--- config.mk ---
export PLATFORM = sky130hd
export DESIGN_NAME = variable_length_integer_bit_decoder_unit
export DESIGN_NICKNAME = d
export VERILOG_FILES = /design/src/hw/rtl/vlid_pkg.sv /design/src/hw/rtl/variable_length_integer_bit_decoder_unit.sv
export SDC_FILE = /design/constraint.sdc
export NUM_CORES = 1
export LEC_CHECK = 0
export ABC_CLOCK_PERIOD_IN_PS = 7700
export BUFFER_PORTS_ARGS = -buffer_cell sky130_fd_sc_hd__buf_2
export CORE_ASPECT_RATIO = 1.4
export CORE_MARGIN = 2
export CORE_UTILIZATION = 40
export CTS_BUF_LIST = sky130_fd_sc_hd__clkbuf_8
export CTS_CLUSTER_DIAMETER = 30
export DETAILED_ROUTE_END_ITERATION = 12
export REMOVE_ABC_BUFFERS = 1
export SLEW_MARGIN = 15
export SYNTH_ARGS = -nofsm -noshare
export SYNTH_HDL_FRONTEND = slang
export SYNTH_SLANG_ARGS = --single-unit
--- constraint.sdc ---
create_clock -name i_clk -period 7.7 [get_ports i_clk]
set_input_delay 0.77 -clock i_clk [delete_from_list [all_inputs] [get_ports i_clk]]
set_output_delay 0.77 -clock i_clk [all_outputs]
set_load 0.1 [all_outputs]
--- src/hw/rtl/vlid_pkg.sv ---
`default_nettype none

package vlid_pkg;

    // accumulator width (8 to 64)
    localparam int VALUE_WIDTH = 32;

    // output and register widths fixed by the interface
    localparam int OUT_WIDTH  = 32;
    localparam int CFG_WIDTH  = 5;
    localparam int IDX_WIDTH  = 2;
    localparam int ZC_WIDTH   = 6;
    localparam int BL_WIDTH   = 5;
    localparam int ADD_WIDTH  = 7;

    // leading-zero counter saturation
    localparam logic [ZC_WIDTH-1:0] ZC_MAX = 6'd63;

    // decode phase codes
    localparam logic [1:0] PH_PREFIX = 2'd0;
    localparam logic [1:0] PH_GROUP  = 2'd1;
    localparam logic [1:0] PH_TAIL   = 2'd2;

    // configuration register indexes
    localparam logic [IDX_WIDTH-1:0] CFG_GROUP_BITS   = 2'd0;
    localparam logic [IDX_WIDTH-1:0] CFG_TAIL_BITS    = 2'd1;
    localparam logic [IDX_WIDTH-1:0] CFG_CLASSIC_MODE = 2'd2;

endpackage

`default_nettype wire

--- src/hw/rtl/variable_length_integer_bit_decoder_unit.sv ---
`default_nettype none

// Generalised Elias-gamma bit decoder. One code bit is taken per word on the
// input channel and every bit is consumed in the cycle it is accepted, so the
// block sustains one bit per clock unless input is stalled; a decoded value
// appears on the output channel in the cycle after the bit that completes it.
// The single output register decouples the channels: input is stalled only
// while that register holds a value that the output side is stalling. The
// accumulator is vlid_pkg::VALUE_WIDTH bits wide and its low 32 bits are
// delivered together with a flag that reports any overflow during the value.
// Group size, tail size and mode may only be changed while the decoder is idle.
module variable_length_integer_bit_decoder_unit (
    input  wire logic                            i_clk,
    input  wire logic                            i_rst_n,
    // configuration write port
    input  wire logic                            i_cfg_we,
    input  wire logic [vlid_pkg::IDX_WIDTH-1:0]  i_cfg_idx,
    input  wire logic [vlid_pkg::CFG_WIDTH-1:0]  i_cfg_data,
    // input channel
    input  wire logic                            i_in_valid,
    output logic                                 o_in_stall,
    input  wire logic                            i_code_bit,
    // output channel
    output logic                                 o_out_valid,
    input  wire logic                            i_out_stall,
    output logic [vlid_pkg::OUT_WIDTH-1:0]       o_decoded_value,
    output logic                                 o_overflow
);

    localparam int VW = vlid_pkg::VALUE_WIDTH;

    // configuration registers
    logic [vlid_pkg::BL_WIDTH-1:0] r_group_bits;
    logic [vlid_pkg::BL_WIDTH-1:0] r_tail_bits;
    logic                          r_classic;

    // decode state
    logic [1:0]                    r_phase,   n_phase;
    logic [VW-1:0]                 r_acc,     n_acc;
    logic [vlid_pkg::ZC_WIDTH-1:0] r_zc,      n_zc;
    logic [vlid_pkg::BL_WIDTH-1:0] r_bl,      n_bl;
    logic                          r_ovf,     n_ovf;

    // output register
    logic                          r_out_valid;
    logic [vlid_pkg::OUT_WIDTH-1:0] r_out_value;
    logic                          r_out_ovf;

    // step datapath
    logic                          in_accept;
    logic [VW-1:0]                 sh_acc;
    logic [vlid_pkg::BL_WIDTH-1:0] bl_dec;
    logic [vlid_pkg::ZC_WIDTH-1:0] zc_dec;
    logic [1:0]                    step_phase;
    logic [vlid_pkg::ZC_WIDTH-1:0] step_zc;
    logic [vlid_pkg::BL_WIDTH-1:0] step_bl;
    logic                          use_shift;
    logic                          add_en;
    logic [vlid_pkg::ADD_WIDTH-1:0] addend;
    logic                          do_tail;
    logic                          do_emit;
    logic                          set_ovf;
    logic [VW:0]                   sum_w;
    logic [VW-1:0]                 acc_new;
    logic                          ovf_new;

    assign in_accept  = i_in_valid && !o_in_stall;
    assign o_in_stall = r_out_valid && i_out_stall;

    // shifted accumulator and decremented counters
    assign sh_acc = {r_acc[VW-2:0], i_code_bit};
    assign bl_dec = (r_bl != '0) ? r_bl - 1'b1 : r_bl;
    assign zc_dec = (r_zc != '0) ? r_zc - 1'b1 : r_zc;

    // phase decisions
    always_comb begin
        step_phase = r_phase;
        step_zc    = r_zc;
        step_bl    = r_bl;
        use_shift  = 1'b0;
        add_en     = 1'b0;
        addend     = vlid_pkg::ADD_WIDTH'(1);
        do_tail    = 1'b0;
        set_ovf    = 1'b0;
        unique case (r_phase)
            vlid_pkg::PH_GROUP: begin
                use_shift = 1'b1;
                step_bl   = bl_dec;
                if (bl_dec == '0) begin
                    add_en = 1'b1;
                    if (!r_classic) begin
                        step_phase = vlid_pkg::PH_PREFIX;
                    end else if (zc_dec != '0 && r_group_bits != '0) begin
                        step_zc = zc_dec;
                        step_bl = r_group_bits;
                    end else begin
                        // remaining groups are empty: one increment each
                        addend  = vlid_pkg::ADD_WIDTH'(zc_dec) + 1'b1;
                        step_zc = '0;
                        do_tail = 1'b1;
                    end
                end
            end
            vlid_pkg::PH_TAIL: begin
                use_shift = 1'b1;
                step_bl   = bl_dec;
                // emit is raised below when the tail count runs out
            end
            default: begin
                step_phase = vlid_pkg::PH_PREFIX;
                if (!r_classic) begin
                    if (i_code_bit) begin
                        do_tail = 1'b1;
                    end else if (r_group_bits == '0) begin
                        add_en = 1'b1;
                    end else begin
                        step_bl    = r_group_bits;
                        step_phase = vlid_pkg::PH_GROUP;
                    end
                end else if (!i_code_bit) begin
                    if (r_zc >= vlid_pkg::ZC_MAX) begin
                        set_ovf = 1'b1;
                    end else begin
                        step_zc = r_zc + 1'b1;
                    end
                end else if (r_zc == '0) begin
                    do_tail = 1'b1;
                end else if (r_group_bits == '0) begin
                    // all groups empty: accumulator takes the zero count
                    add_en  = 1'b1;
                    addend  = vlid_pkg::ADD_WIDTH'(r_zc);
                    step_zc = '0;
                    do_tail = 1'b1;
                end else begin
                    step_bl    = r_group_bits;
                    step_phase = vlid_pkg::PH_GROUP;
                end
            end
        endcase
    end

    // single increment adder and overflow tracking
    always_comb begin
        sum_w   = {1'b0, (use_shift ? sh_acc : r_acc)} + (VW+1)'(addend);
        acc_new = add_en ? sum_w[VW-1:0] : (use_shift ? sh_acc : r_acc);
        ovf_new = r_ovf || set_ovf || (use_shift && r_acc[VW-1]) ||
                  (add_en && sum_w[VW]);
    end

    // value completes after the tail, or at once when the tail is empty
    always_comb begin
        do_emit = 1'b0;
        n_phase = step_phase;
        n_zc    = step_zc;
        n_bl    = step_bl;
        n_acc   = acc_new;
        n_ovf   = ovf_new;
        if (r_phase == vlid_pkg::PH_TAIL && bl_dec == '0) begin
            do_emit = 1'b1;
        end else if (do_tail) begin
            if (r_tail_bits == '0) begin
                do_emit = 1'b1;
            end else begin
                n_bl    = r_tail_bits;
                n_phase = vlid_pkg::PH_TAIL;
            end
        end
        if (do_emit) begin
            n_phase = vlid_pkg::PH_PREFIX;
            n_acc   = '0;
            n_zc    = '0;
            n_bl    = '0;
            n_ovf   = 1'b0;
        end
    end

    // configuration registers
    always_ff @(posedge i_clk) begin
        if (!i_rst_n) begin
            r_group_bits <= vlid_pkg::BL_WIDTH'(1);
            r_tail_bits  <= '0;
            r_classic    <= 1'b0;
        end else if (i_cfg_we) begin
            unique case (i_cfg_idx)
                vlid_pkg::CFG_GROUP_BITS:   r_group_bits <= i_cfg_data;
                vlid_pkg::CFG_TAIL_BITS:    r_tail_bits  <= i_cfg_data;
                vlid_pkg::CFG_CLASSIC_MODE: r_classic    <= i_cfg_data[0];
                default: ;
            endcase
        end
    end

    // decode state update on each accepted word
    always_ff @(posedge i_clk) begin
        if (!i_rst_n) begin
            r_phase <= vlid_pkg::PH_PREFIX;
            r_acc   <= '0;
            r_zc    <= '0;
            r_bl    <= '0;
            r_ovf   <= 1'b0;
        end else if (in_accept) begin
            r_phase <= n_phase;
            r_acc   <= n_acc;
            r_zc    <= n_zc;
            r_bl    <= n_bl;
            r_ovf   <= n_ovf;
        end
    end

    // output register
    always_ff @(posedge i_clk) begin
        if (!i_rst_n) begin
            r_out_valid <= 1'b0;
        end else if (in_accept) begin
            r_out_valid <= do_emit;
        end else if (!i_out_stall) begin
            r_out_valid <= 1'b0;
        end
    end

    always_ff @(posedge i_clk) begin
        if (in_accept && do_emit) begin
            r_out_value <= vlid_pkg::OUT_WIDTH'(acc_new);
            r_out_ovf   <= ovf_new;
        end
    end

    assign o_out_valid     = r_out_valid;
    assign o_decoded_value = r_out_value;
    assign o_overflow      = r_out_ovf;

endmodule

`default_nettype wire
==> summary.md <==
| Metric | Value |
|---|---|
| Row cnt | between 50 and 60 |
| Largest cells by area after synthesis | dfxtp_1 (19%), edfxtp_1 (17%), nand2_1 (5.6%), mux2i_1 (4.8%), a22o_1 (3.5%) |
| Global-route wire length before repair | roughly 25000 um |
| Primary FF master, synth | dfxtp_1 |
| Critical path, cell by cell | inv_1 -> ha_1 -> nand3_1 -> xnor2_1 -> ha_1 -> or3b_2 -> a211o_1 -> and2_1 -> nor3_1 -> a22o_1 -> fa_1 -> a211oi_1 -> nor2_1 -> o21ai_0 -> or4_4 -> a2111oi_4 -> xnor2_1 |
| Hold Violations, Final | 0 |
| I/O pins | between 40 and 50 |
| Total track usage | about a fifth |
| Power per cell area | around 170 nW/um2 |
| Highest clock rate | about 170 MHz |
| Routability cong. | roughly 0.92 |
| Slew Limit Fails | 0 |
| Vias in the first global route | around 5.0k |
| Post-CTS Setup Repair Bufs | 0 |
| Crit path max-delay family | simple AND/OR/NAND/NOR gates |
| Setup Skew | about 0.012 ns |
| Fin cells | between 800 and 900 |
| CP Data Required Time | approximately 7.9 ns |
| WHS Path Cells | 2 |
| Mean Syn Cell Area | between 8 and 9 um2 |
| Reg2Reg Depth | 17 |
| ANT nets after route | 0 |
| DR iter-0 viols | between 200 and 250 |
| Max-Cap Viols | 0 |
| Initial Util | approximately two fifths |
| CP Max Fanout | 12 |
| Area growth, synth to finish | 8.42% |
| CP Buf/Inv Count | 1 |
| Antenna Cells | 0 |
| RSZ-0062 raised after global routing | no |
| Largest net degree at the start of global routing | between 40 and 50 |
| R2R setup slack | ~1.7 ns |
| Core region area | 14600 um2 |
| Maximum VDD drop | ~0.098 mV |
| Fraction of layout cells with a size suffix above 1 | between 10% and 20% |
| Post-synthesis register bit count | 91 |
| WHS | between 0.4 and 0.5 ns |
| Die height | 149 um |
| Post-layout min period | approximately 6.0 ns |
| Asr flop ratio synth | 0% |
| Mapped Cells | approximately 670 |
| Port bufs | 47 |
| Clock Root Buffer | clkbuf_8 |
| DR vias | between 5k and 6k |
| Area of the multi-input gates | 3570 um2 |
| # fillers | between 1k and 1.5k |
| # H-tree levels | 3 |
| Element type at the critical path start | flip-flop |
| Nets@finish | 718 |
| Reg2reg start | r_zc[0] |
| Slowest stage cell, crit path | or4_4 |
| Die area | roughly 16000 um2 |
| Post-DP HPWL | between 10000 and 15000 um |
| Clk pin slew, worst setup/hold paths | roughly 0.1 ns |
| Kind of critical path | flip-flop to flip-flop |
| Synth Cell Area | around 6000 um2 |
| TritonCTS Buffers | 9 |
| Slew of the pin with the lowest slew margin | between 1 and 1.5 ns |
| Wire per inst | around 18 um |
| Endpoint type of the worst setup path | flip-flop |
| CTS Hold Bufs | 0 |
| Hold EP | r_ovf |
| DR pass1 iterations | 5 |
| # DRC | 0 |
| Setup-failing EPs final | 0 |
| Hold_sp | r_ovf |
| Setup total negative slack | 0 ns |
| Storage element area | 2150 um2 |
| Critical path arrival | between 6 and 7 ns |
| GRT overflow | 0 |
| Via/cell ratio | 5.93 |
| Leading area contributor after synthesis | dfxtp_1 |
| Clock sinks | 91 |
| Worst-Skew Late Latency | between 0.3 and 0.4 ns |
| Run status | completed |
| Leak | roughly 2.3 nW |
| Max clock buf depth | 2 |
| Post-synth EDFFs | 33 |
| Yosys cell types | 75 |
| Initial antenna violation count | 0 |
| Reg-to-Reg End | o_decoded_value[28] |
| Routed WL | 15800 um |
| Hold/Removal Path Class | flip-flop to flip-flop |
| CTS tree | built |
| Placed Cells | roughly 870 |
| Top-area cell type share of the netlist area | between 10% and 20% |
| Cts repair resizes | 0 |
| Sequential fraction of the synthesis area | between 30% and 40% |
| Ys Warns | 0 |
| Crit share post-route | between 70% and 80% |
| Critical Path Max Stage Delay | around 0.6 ns |
| Die Span X | 107 um |
| Slew headroom | 32.3% |
-- worst reg2reg max path, cell delays in order (launching register included) --
cell and delay, ns:
dfxtp_1 0.42, inv_1 0.15, ha_1 0.32, nand3_1 0.43
xnor2_1 0.42, ha_1 0.22, or3b_2 0.45, a211o_1 0.30
and2_1 0.20, nor3_1 0.50, a22o_1 0.30, fa_1 0.26
a211oi_1 0.09, nor2_1 0.24, o21ai_0 0.32, or4_4 0.60
a2111oi_4 0.39, xnor2_1 0.12
-- registers in the layout, summed over array words and instances (netlist names) --
register,cells
o_overflow,1
r_zc,6
r_classic,1
o_out_valid,1
r_tail_bits,5
r_ovf,1
o_decoded_value,32
r_group_bits,5
r_bl,5
r_acc,32
r_phase,2
-- worst max path at each step --
stage	from	to	slack [ns]	depth (start not counted)
final	r_zc[0]	o_decoded_value[28]	1.73	17
after global routing	r_zc[0]	r_acc[13]	1.33	18
after CTS	r_zc[0]	o_decoded_value[28]	1.78	17
after detailed placement	r_zc[0]	o_decoded_value[28]	1.79	17
after global placement	r_zc[0]	o_decoded_value[28]	2.04	17
after floorplan	r_zc[0]	o_decoded_value[28]	2.59	17
-- per-layer routing --
layer  part of all wire, %  wire length, um  global-route usage (%)
met1                    40             6350                    23.0
met2                    53             8320                    36.8
met3                   4.6              734                    4.06
met4                   2.5              395                    7.12
met5                     0                0                       0
-- cell usage in the layout (no fill, tap or decap), types with 5 or more instances in the layout --
cell	count
inv_1	21
a21boi_0	11
a21oi_1	30
dfxtp_1	58
nor2_1	27
nor3_1	12
nand2b_1	7
nor4_1	6
or3_1	5
ha_1	13
buf_4	5
nand3_1	32
a211oi_1	6
mux2i_1	29
and2_1	12
edfxtp_1	33
a22o_1	24
a31oi_1	7
buf_2	47
mux2_2	11
xor2_1	18
o21ai_0	17
a311oi_1	5
o22ai_1	10
o31ai_1	8
nor2b_1	17
nor3_2	5
nand2_1	90
nor3b_1	6
clkbuf_8	11
a32oi_1	8
xnor2_1	17
-- Yosys cell counts, types with 12 or more instances --
cell type,n
a21oi_1,30
a22o_1,24
and2_1,12
clkbuf_1,27
dfxtp_1,58
edfxtp_1,33
ha_1,14
inv_1,20
mux2i_1,29
nand2_1,90
nand3_1,32
nor2_1,28
nor2b_1,17
nor3_1,12
o21ai_0,17
xnor2_1,17
xor2_1,18
-- through the flow --
stage,setup slack (ns),instance area (um2),power [W],util (%)
6_report,1.73,6490,0.00110,44.5
5_1_grt,1.33,6490,0.00114,44.5
4_1_cts,1.78,6490,0.00110,44.5
3_5_place_dp,1.79,6310,0.000794,43.3
3_3_place_gp,2.04,6310,0.000792,43.3
2_1_floorplan,2.59,5790,0.000732,-
-- power breakdown --
| part | internal (W) | switching (W) | total (W) |
|---|---|---|---|
| Combinational | 0.0000641 | 0.000192 | 0.000256 |
| Clock | 0.000133 | 0.000182 | 0.000316 |
| Sequential | 0.000515 | 0.0000115 | 0.000527 |
| Total | 0.000713 | 0.000386 | 0.00110 |
-- layout make-up --
class                      instances  area share [%]
multi-input combinational        516            55.1
sequential                        91            33.1
timing repair buffer              52            4.20
tap                              189            3.64
clock buffer                      11            2.33
inverter                          20            1.16
clock inverter                     5           0.463
-- cells by family (layout without fill, tap and decap cells) --
logic type / count (synthesis) / after routing / share of synthesized area (%)
xor gates and xnor gates: 35 / 35 / 5.12
adders and majority gates: 15 / 15 / 3.26
and+or+nand+nor: 255 / 255 / 22.6
AOI/OAI and AO/OA: 171 / 171 / 21.6
buffers and inverters: 62 / 88 / 4.55
DFF: 91 / 91 / 35.9
muxes: 40 / 40 / 6.92
No activity file was read; power rests on OpenSTA's default activity.
